## src/rtl/lru_pkg.sv

```systemverilog
// Package for the LRU cache lookup/insert unit.
// Request and response structs, command codes. No dependencies.
package lru_pkg;

  localparam logic CMD_GET = 1'b0;
  localparam logic CMD_PUT = 1'b1;

  localparam int EXT_WIDTH = 64;

  typedef logic [EXT_WIDTH-1:0] ext_t;

  typedef struct packed {
    logic        cmd;
    logic [31:0] key;
    logic [31:0] write_data;
  } req_t;

  typedef struct packed {
    logic        hit;
    logic [31:0] read_data;
    logic        duplicate;
  } rsp_t;

endpackage

```

## src/rtl/lru_cell.sv

```systemverilog
// One entry of the recency-ordered cell row: key, data and valid flag.
// Loads its neighbour's entry on shift and compares its key with the lookup key.
// No package dependencies.
module lru_cell #(
  parameter int KEY_WIDTH  = 32,
  parameter int DATA_WIDTH = 32
) (
  input  logic                  clk,
  input  logic                  rst,
  input  logic                  shift,
  input  logic [KEY_WIDTH-1:0]  prev_key,
  input  logic [DATA_WIDTH-1:0] prev_data,
  input  logic                  prev_valid,
  input  logic [KEY_WIDTH-1:0]  lookup_key,
  output logic [KEY_WIDTH-1:0]  key,
  output logic [DATA_WIDTH-1:0] data,
  output logic                  valid,
  output logic                  match
);

  always_ff @(posedge clk) begin
    if (rst) begin
      valid <= 1'b0;
    end else if (shift) begin
      valid <= prev_valid;
    end
  end

  always_ff @(posedge clk) begin
    if (shift) begin
      key  <= prev_key;
      data <= prev_data;
    end
  end

  assign match = valid && (key == lookup_key);

endmodule

```

## src/rtl/lru_cache_lookup_insert_unit.sv

```systemverilog
// Top level of the fully associative LRU cache lookup/insert unit.
// Uses lru_pkg (request/response types, command codes) and lru_cell.
//
// A request is taken into a holding register and resolved from there by a
// parallel key compare along a row of CAPACITY cells kept in recency order: cell 0
// is the most recent entry, the last cell the least recent one. A get hit moves
// the matching entry to cell 0 and shifts the cells in front of it back by one; a
// put of an absent key shifts the whole row and drops the last cell's entry. Each
// response is registered from the compare on the held request, and the unit
// accepts one request per cycle while the response side keeps up; the single
// compare-and-shift pass over the cell row sets that figure. Empty cells always
// sit at the back of the row, so free entries are filled before any valid one is
// evicted.
module lru_cache_lookup_insert_unit #(
  parameter int CAPACITY   = 8,
  parameter int KEY_WIDTH  = 32,
  parameter int DATA_WIDTH = 32
) (
  input  logic          clk,
  input  logic          rst,
  input  logic          req_valid,
  output logic          req_stall,
  input  lru_pkg::req_t req,
  output logic          rsp_valid,
  input  logic          rsp_stall,
  output lru_pkg::rsp_t rsp
);

  lru_pkg::req_t         held;
  logic                  held_valid;
  logic                  advance;
  logic                  process;

  lru_pkg::ext_t         key_ext;
  lru_pkg::ext_t         data_ext;
  lru_pkg::ext_t         hit_ext;
  logic [KEY_WIDTH-1:0]  lookup_key;
  logic [DATA_WIDTH-1:0] put_data;

  logic [KEY_WIDTH-1:0]  cell_key   [CAPACITY];
  logic [DATA_WIDTH-1:0] cell_data  [CAPACITY];
  logic [CAPACITY-1:0]   cell_valid;
  logic [CAPACITY-1:0]   match;
  logic [CAPACITY-1:0]   shift;
  logic [CAPACITY-1:0]   ones;
  logic                  any_hit;
  logic [DATA_WIDTH-1:0] hit_data;
  logic [DATA_WIDTH-1:0] front_data;
  lru_pkg::rsp_t         rsp_next;

  assign advance   = !rsp_valid || !rsp_stall;
  assign process   = held_valid && advance;
  assign req_stall = held_valid && !advance;

  always_ff @(posedge clk) begin
    if (rst) begin
      held_valid <= 1'b0;
    end else if (req_valid && !req_stall) begin
      held_valid <= 1'b1;
    end else if (process) begin
      held_valid <= 1'b0;
    end
  end

  always_ff @(posedge clk) begin
    if (req_valid && !req_stall) begin
      held <= req;
    end
  end

  assign key_ext    = lru_pkg::ext_t'(held.key);
  assign data_ext   = lru_pkg::ext_t'(held.write_data);
  assign lookup_key = key_ext[KEY_WIDTH-1:0];
  assign put_data   = data_ext[DATA_WIDTH-1:0];

  assign any_hit = |match;
  assign ones    = '1;

  always_comb begin
    hit_data = '0;
    for (int i = 0; i < CAPACITY; i++) begin
      hit_data = hit_data | (match[i] ? cell_data[i] : '0);
    end
  end

  // get hit: cells up to the hit shift back; put miss: whole row shifts
  always_comb begin
    for (int i = 0; i < CAPACITY; i++) begin
      shift[i] = 1'b0;
      if (process) begin
        if (held.cmd == lru_pkg::CMD_GET) begin
          shift[i] = |(match & (ones << i));
        end else begin
          shift[i] = !any_hit;
        end
      end
    end
  end

  assign front_data = (held.cmd == lru_pkg::CMD_PUT) ? put_data : hit_data;

  for (genvar g = 0; g < CAPACITY; g++) begin : g_cell
    if (g == 0) begin : g_front
      lru_cell #(
        .KEY_WIDTH (KEY_WIDTH),
        .DATA_WIDTH(DATA_WIDTH)
      ) u_cell (
        .clk       (clk),
        .rst       (rst),
        .shift     (shift[g]),
        .prev_key  (lookup_key),
        .prev_data (front_data),
        .prev_valid(1'b1),
        .lookup_key(lookup_key),
        .key       (cell_key[g]),
        .data      (cell_data[g]),
        .valid     (cell_valid[g]),
        .match     (match[g])
      );
    end else begin : g_rest
      lru_cell #(
        .KEY_WIDTH (KEY_WIDTH),
        .DATA_WIDTH(DATA_WIDTH)
      ) u_cell (
        .clk       (clk),
        .rst       (rst),
        .shift     (shift[g]),
        .prev_key  (cell_key[g-1]),
        .prev_data (cell_data[g-1]),
        .prev_valid(cell_valid[g-1]),
        .lookup_key(lookup_key),
        .key       (cell_key[g]),
        .data      (cell_data[g]),
        .valid     (cell_valid[g]),
        .match     (match[g])
      );
    end
  end

  assign hit_ext = lru_pkg::ext_t'(hit_data);

  always_comb begin
    rsp_next           = '0;
    rsp_next.hit       = (held.cmd == lru_pkg::CMD_GET) && any_hit;
    rsp_next.duplicate = (held.cmd == lru_pkg::CMD_PUT) && any_hit;
    if (rsp_next.hit) begin
      rsp_next.read_data = hit_ext[31:0];
    end
  end

  always_ff @(posedge clk) begin
    if (rst) begin
      rsp_valid <= 1'b0;
    end else if (advance) begin
      rsp_valid <= held_valid;
    end
  end

  always_ff @(posedge clk) begin
    if (process) begin
      rsp <= rsp_next;
    end
  end

  // keys of valid cells are unique
  a_single_match: assert property (@(posedge clk) disable iff (rst)
    held_valid |-> $onehot0(match))
    else $error("more than one cell matched the request key");

  // valid cells form an unbroken run from the front of the row
  a_valid_prefix: assert property (@(posedge clk) disable iff (rst)
    $onehot({1'b0, cell_valid} + {{CAPACITY{1'b0}}, 1'b1}))
    else $error("empty cell in front of a valid one");

  // an accepted insert lands in the front cell
  a_put_front: assert property (@(posedge clk) disable iff (rst)
    (process && held.cmd == lru_pkg::CMD_PUT && !any_hit) |=>
      (cell_valid[0] && cell_key[0] == $past(lookup_key)))
    else $error("insert not placed in the front cell");

endmodule

```

## config.mk

```make
export PLATFORM = sky130hd
export DESIGN_NAME = lru_cache_lookup_insert_unit
export DESIGN_NICKNAME = d
export VERILOG_FILES = /design/src/rtl/lru_pkg.sv /design/src/rtl/lru_cell.sv /design/src/rtl/lru_cache_lookup_insert_unit.sv
export SDC_FILE = /design/constraint.sdc
export NUM_CORES = 1
export LEC_CHECK = 0
export BUFFER_PORTS_ARGS = -buffer_cell sky130_fd_sc_hd__buf_2
export CAP_MARGIN = 15
export CORE_MARGIN = 5
export CORE_UTILIZATION = 45
export DETAILED_ROUTE_END_ITERATION = 10
export HOLD_SLACK_MARGIN = 0.12
export MAX_ROUTING_LAYER = met4
export PLACE_DENSITY_LB_ADDON = 0.2
export SLEW_MARGIN = 20
export SYNTH_ARGS = -nofsm -noshare
export SYNTH_HDL_FRONTEND = slang
export SYNTH_SLANG_ARGS = --single-unit
```

## constraint.sdc

```tcl
create_clock -name clk -period 6.5 [get_ports clk]
set_input_delay 0.975 -clock clk [delete_from_list [all_inputs] [get_ports clk]]
set_output_delay 0.975 -clock clk [all_outputs]
set_load 0.01 [all_outputs]
```

=== Word level (Yosys, flattened, before mapping) ===
Index checks and enable logic that the tools add are counted.

* $add $sub $neg: 0
* Multipliers: 0
* Div/mod/pow operators: 0
* $lt $le $gt $ge: 0
* Eq/ne operators: 8
* Shifts and indexed selects: 0
* Multiplexer cells: 27
* Bitwise gates (word level): 8
* Reductions and logical operators: 27

{| class="wikitable"
|+ Operators with widths
! kind !! count
|-
| $mux 32 || 9
|-
| $eq 32x32->1 || 8
|-
| $or 32x32->32 || 7
|-
| $mux 1 || 18
|-
| $logic_and 1x1->1 || 13
|-
| $reduce_or 8->1 || 1
|-
| $reduce_or 7->1 || 1
|-
| $reduce_or 6->1 || 1
|-
| $logic_not 1->1 || 5
|-
| $reduce_or 5->1 || 1
|-
| $reduce_or 4->1 || 1
|-
| $reduce_or 3->1 || 1
|-
| $reduce_bool 2->1 || 1
|-
| $reduce_or 2->1 || 1
|-
| $logic_or 1x1->1 || 1
|-
| $not 1->1 || 1
|}

* Register bits: 621
* Bits in latches: 0
* RAM bits: 0
* ROM bits: 0
* Input port bits: 69
* Word-level logic and storage cells: 102
* Memories kept: 0

=== Depth between registers and ports, before layout ===
* Word-level depth: 11
* Mapped depth: 11

=== Modules after synthesis ===
Synthesis repeated with hierarchy kept, for this count alone.

* Cell total of the unflattened synthesis: 1285
* Area total of the unflattened synthesis: 23578.9 µm²

{| class="wikitable"
|+ Modules (own cells, without submodules)
! module !! instances !! cells an instance !! area an instance (µm²) !! seq. area each (µm²)
|-
| lru_cell || 8 || 111 || 2311.0 || 1941.9
|-
| lru_cache_lookup_insert_unit || 1 || 397 || 5091.1 || 3012.9
|}

=== Worst setup path before layout ===
No wires, ideal clock.

* Path type: register to register
* From: register held, in the netlist lookup_key[18]
* To: register g_cell[0].g_front.u_cell.data[0] (enable)
* Setup time: 0.488 ns
* Data arrival time: 4.767 ns
* Path slack: 1.245 ns
* Stages on the path, launching flop included: 10
* Buffers on the path: 1
* Cells stage by stage: edfxtp_1 > buf_6 > xor2_1 > nor4_1 > nand4_1 > nor4_4 > nor4_2 > nand2_1 > ha_1 > nor2_1

* Cells in the longest elaborated chain, start to end: 6

{| class="wikitable"
|+ RTL lines
! what !! RTL line !! RTL
|-
| from (decl) || lru_cache_lookup_insert_unit.sv:29 || <nowiki>lru_pkg::req_t held;</nowiki>
|-
| from (signal assigned) || lru_cache_lookup_insert_unit.sv:67 || <nowiki>held <= req;</nowiki>
|-
| $eq 32x32->1 || lru_cell.sv:36 || <nowiki>assign match = valid && (key == lookup_key);</nowiki>
|-
| $logic_and 1x1->1 || lru_cell.sv:36 ||
|-
| $reduce_or 8->1 * || lru_cache_lookup_insert_unit.sv:76, lru_cache_lookup_insert_unit.sv:92 ||
|-
| $logic_not 1->1 || lru_cache_lookup_insert_unit.sv:94 || <nowiki>shift[i] = !any_hit;</nowiki>
|-
| $mux 1 * || lru_cache_lookup_insert_unit.sv:91 || <nowiki>if (held.cmd == lru_pkg::CMD_GET) begin</nowiki>
|-
| $mux 1 * || lru_cache_lookup_insert_unit.sv:90 || <nowiki>if (process) begin</nowiki>
|-
| via g_cell[0].g_front.u_cell.shift || lru_cell.sv:10 || <nowiki>input logic shift,</nowiki>
|-
| to (signal assigned) || lru_cell.sv:32 || <nowiki>data <= prev_data;</nowiki>
|-
| to (decl) || lru_cell.sv:16 || <nowiki>output logic [DATA_WIDTH-1:0] data,</nowiki>
|}

The timed path passes the listed nets; every way through them passes the cells marked *.
A chain may end at the register's enable or synchronous reset.

=== Final worst setup path ===
* From: register held, in the netlist lookup_key[5]
* To: register g_cell[0].g_front.u_cell.data[13] (enable)

The elaborated chain is that of the path after synthesis.

==> metrics.md <==
| Metric | Value |
|---|---|
| IO buf count | between 100 and 150 |
| Number of H-tree levels | 3 |
| Post-CTS resize count | 0 |
| Syn Inst Count | between 1,000 and 1,500 |
| Total Routing Usage GR | between 20 and 25% |
| Setup TNS | 0 ns |
| Vias in the first global route | 12,795 |
| Effective utilization at floorplan | 45.5% |
| Post-CTS setup buffer count | 0 |
| Die H | 241 um |
| Worst hold path type | flop to flop |
| Nets | approximately 1,600 |
| Critical path endpoint category | flop |
| R2R Setup Slk | around 1.5 ns |
| Max Slew Vio Count | 0 |
| Worst path max stage delay | between 0.9 and 1 ns |
| Leak | 0.00910 uW |
| Vias per cell | 5.65 |
| Register area share after synthesis | 77.5% |
| Commonest cells after routing, fill and taps aside | edfxtp_1 (611), xor2_1 (236), buf_2 (104) |
| Skew-Pair Late Insertion Delay | about 0.60 ns |
| Num rows | 84 |
| Worst-path clk slew | 0.06 ns |
| Largest net degree at the start of global routing | 66 |
| Fin. Hold Viols | 0 |
| Post-synth cell types | 40 |
| Yosys reg bits | just over 600 |
| Root buf cell | clkbuf_16 |
| DRC viols | 0 |
| Critical Path RT | 6.74 ns |
| Antenna-violating nets left | 0 |
| # IOs | roughly 110 |
| Kind of critical path | flop to flop |
| Area leader, netlist | edfxtp_1 |
| Mean routed wirelength per cell | 27.0 um |
| Critical Path Start Type | flop |
| Main flop type after synthesis | edfxtp_1 |
| Global-route wire length before repair | around 90,000 um |
| HPWL after DPL | roughly 39,000 um |
| Maximum clock rate | a little under 0.2 GHz |
| Slew at the pin with the worst max-slew slack | 1.09 ns |
| Gpl congestion | slightly above 0.9 |
| Max Buffers Root-to-Sink | 3 |
| Worst Path Arrival | between 5 and 6 ns |
| Period utilisation layout | 77.3% |
| Crit-path max FO | 33 |
| 1st-pass router iterations | 5 |
| Pwr dens | 319 nW/um2 |
| YS warnings | 0 |
| Commonest non-fill, non-tap cell in the layout | edfxtp_1 |
| WL final | approximately 60,000 um |
| Synth top area share | around three quarters |
| Setup violators final | 0 |
| Syn Nets | approximately 1,400 |
| Vias | between 10,000 and 15,000 |
| Cts bufs inserted | 66 |
| Area contributors post-synth | edfxtp_1 (77%), xor2_1 (8.6%), a22oi_1 (2.0%) |
| Die width | about 240 um |
| Cell chain of the critical path | xor2_1 -> nor4_1 -> nand4_1 -> nor3_4 -> buf_4 -> nor4_1 -> nand2_1 -> ha_1 -> nor2_4 -> buf_4 |
| Worst Skew | 0.0271 ns |
| Worst IR Drop VDD | 0.186 mV |
| Overflow left after global routing | 0 |
| Mapped Area | roughly 24,000 um2 |
| Initial DRC Count | 1,350 |
| Core footprint | around 53,000 um2 |
| TritonCTS sink count | 621 |
| Area Overhead vs Synth | 14.3% |
| # Max-Cap Violations | 0 |
| CTS tree | built |
| WHS | between 0.4 and 0.5 ns |
| RSZ-0062 raised after global routing | no |
| Outcome | complete, no violations |
| Asr flop ratio synth | 0% |
| Die area | between 50,000 and 60,000 um2 |
| Post-synth EDFFs | a little over 600 |
| Crit path time final | 5.03 ns |
| Layout cells sized above 1 | 16.8% |
| Highest-delay cell along the critical path | nor4_1 |
| Mapped Avg Cell Area | about 18 um2 |
| Slew headroom | 27.4% |
| Hold-fix buffers, CTS | 0 |
| Initial antenna violation count | 1 |
[final timing paths]
path                                                       start                                end  depth (start not counted)
worst min-delay path            g_cell[1].g_rest.u_cell.data[11]   g_cell[2].g_rest.u_cell.data[11]                          0
worst max-delay path                               lookup_key[5]  g_cell[0].g_front.u_cell.data[13]                         10
worst max register to register                     lookup_key[5]  g_cell[0].g_front.u_cell.data[13]                         10
worst min register to register  g_cell[1].g_rest.u_cell.data[11]   g_cell[2].g_rest.u_cell.data[11]                          0
[sequential cells by signal, summed over array words and instances (netlist names)]
signal,cells
g_cell.g_front.u_cell.data,32
rsp_valid,1
g_cell.g_rest.u_cell.key,224
lookup_key,32
g_cell.g_rest.u_cell.data,224
held_valid,1
g_cell.g_front.u_cell.key,32
rsp,34
put_data,32
g_cell.g_rest.u_cell.valid,7
held,1
g_cell.g_front.u_cell.valid,1
[per-stage QoR]
| stage | setup slack [ns] | instance area (um2) | utilization, % | std cells | power, uW |
|---|---|---|---|---|---|
| floorplan | 1.24 | 23900 | - | 1350 | 4860 |
| global placement | 1.53 | 25200 | 47.8 | 2104 | 5030 |
| detailed placement | 1.57 | 25200 | 47.8 | 2104 | 5030 |
| CTS | 1.50 | 27300 | 51.9 | 2225 | 8790 |
| global route | 1.19 | 27400 | 52.0 | 2227 | 9010 |
| finish | 1.47 | 27400 | 52.0 | 2227 | 8730 |
[metal layers]
layer  vias up  GRT usage [%]  share of wire, %
met3        89           4.14               8.2
met1      6446           31.1                44
li1       5495              -                 -
met5         -              -                 0
met2       559           31.8                46
met4         0           5.88               2.2
[worst max-delay path: cells and delay by family, from the launching register on]
kind          cells  cell delay, ns
buf+inv           2            0.93
fa+ha+maj         1            0.26
xor+xnor          1            0.26
flops             1            0.61
simple gates      6            2.60
[cell type report]
cell class / instances / area, um2
Sequential cell: 621 / 18500
Multi-Input combinational cell: 655 / 4990
Inverter: 7 / 26.3
Clock inverter: 41 / 412
Fill cell: 4276 / 25300
Tap cell: 688 / 861
Timing Repair Buffer: 134 / 778
Clock buffer: 80 / 1750
Antenna cell: 1 / 2.50
[cell usage after synthesis, types with 2 or more instances]
| library cell | number |
|---|---|
| edfxtp_1 | 611 |
| xor2_1 | 236 |
| a22oi_1 | 64 |
| nor4_1 | 55 |
| nor2_1 | 39 |
| and3_1 | 33 |
| nor2b_1 | 33 |
| a221oi_1 | 32 |
| a22o_1 | 32 |
| a21oi_1 | 31 |
| buf_2 | 24 |
| buf_4 | 20 |
| xnor2_1 | 20 |
| clkbuf_1 | 14 |
| nand3_1 | 13 |
| dfxtp_1 | 10 |
| nand4_1 | 10 |
| nor3_1 | 9 |
| nand2_1 | 8 |
| nand2b_1 | 8 |
| buf_6 | 7 |
| inv_1 | 7 |
| mux2i_1 | 7 |
| nor4_4 | 4 |
| a21oi_2 | 3 |
| nor3_2 | 3 |
| or3_1 | 3 |
| ha_1 | 2 |
[cell families (layout without fill, tap and decap cells)]
family / count (synthesis) / count (layout) / share of synthesized area, %
AOI/OAI and AO/OA: 166 / 166 / 5.28
xor gates and xnor gates: 256 / 256 / 9.36
adders and majority gates: 2 / 2 / 0.104
buffers and inverters: 74 / 262 / 1.87
DFF: 621 / 621 / 77.5
muxes: 7 / 7 / 0.293
other: 0 / 1 / 0
and+or+nand+nor: 224 / 224 / 5.64
[report_power, final]
part / internal (uW) / switching (uW) / total, uW
Sequential: 4530 / 104 / 4630
Clock: 2210 / 1580 / 3780
Combinational: 97.9 / 219 / 317
Total: 6840 / 1900 / 8730
Power figures use the tool's default switching activity.
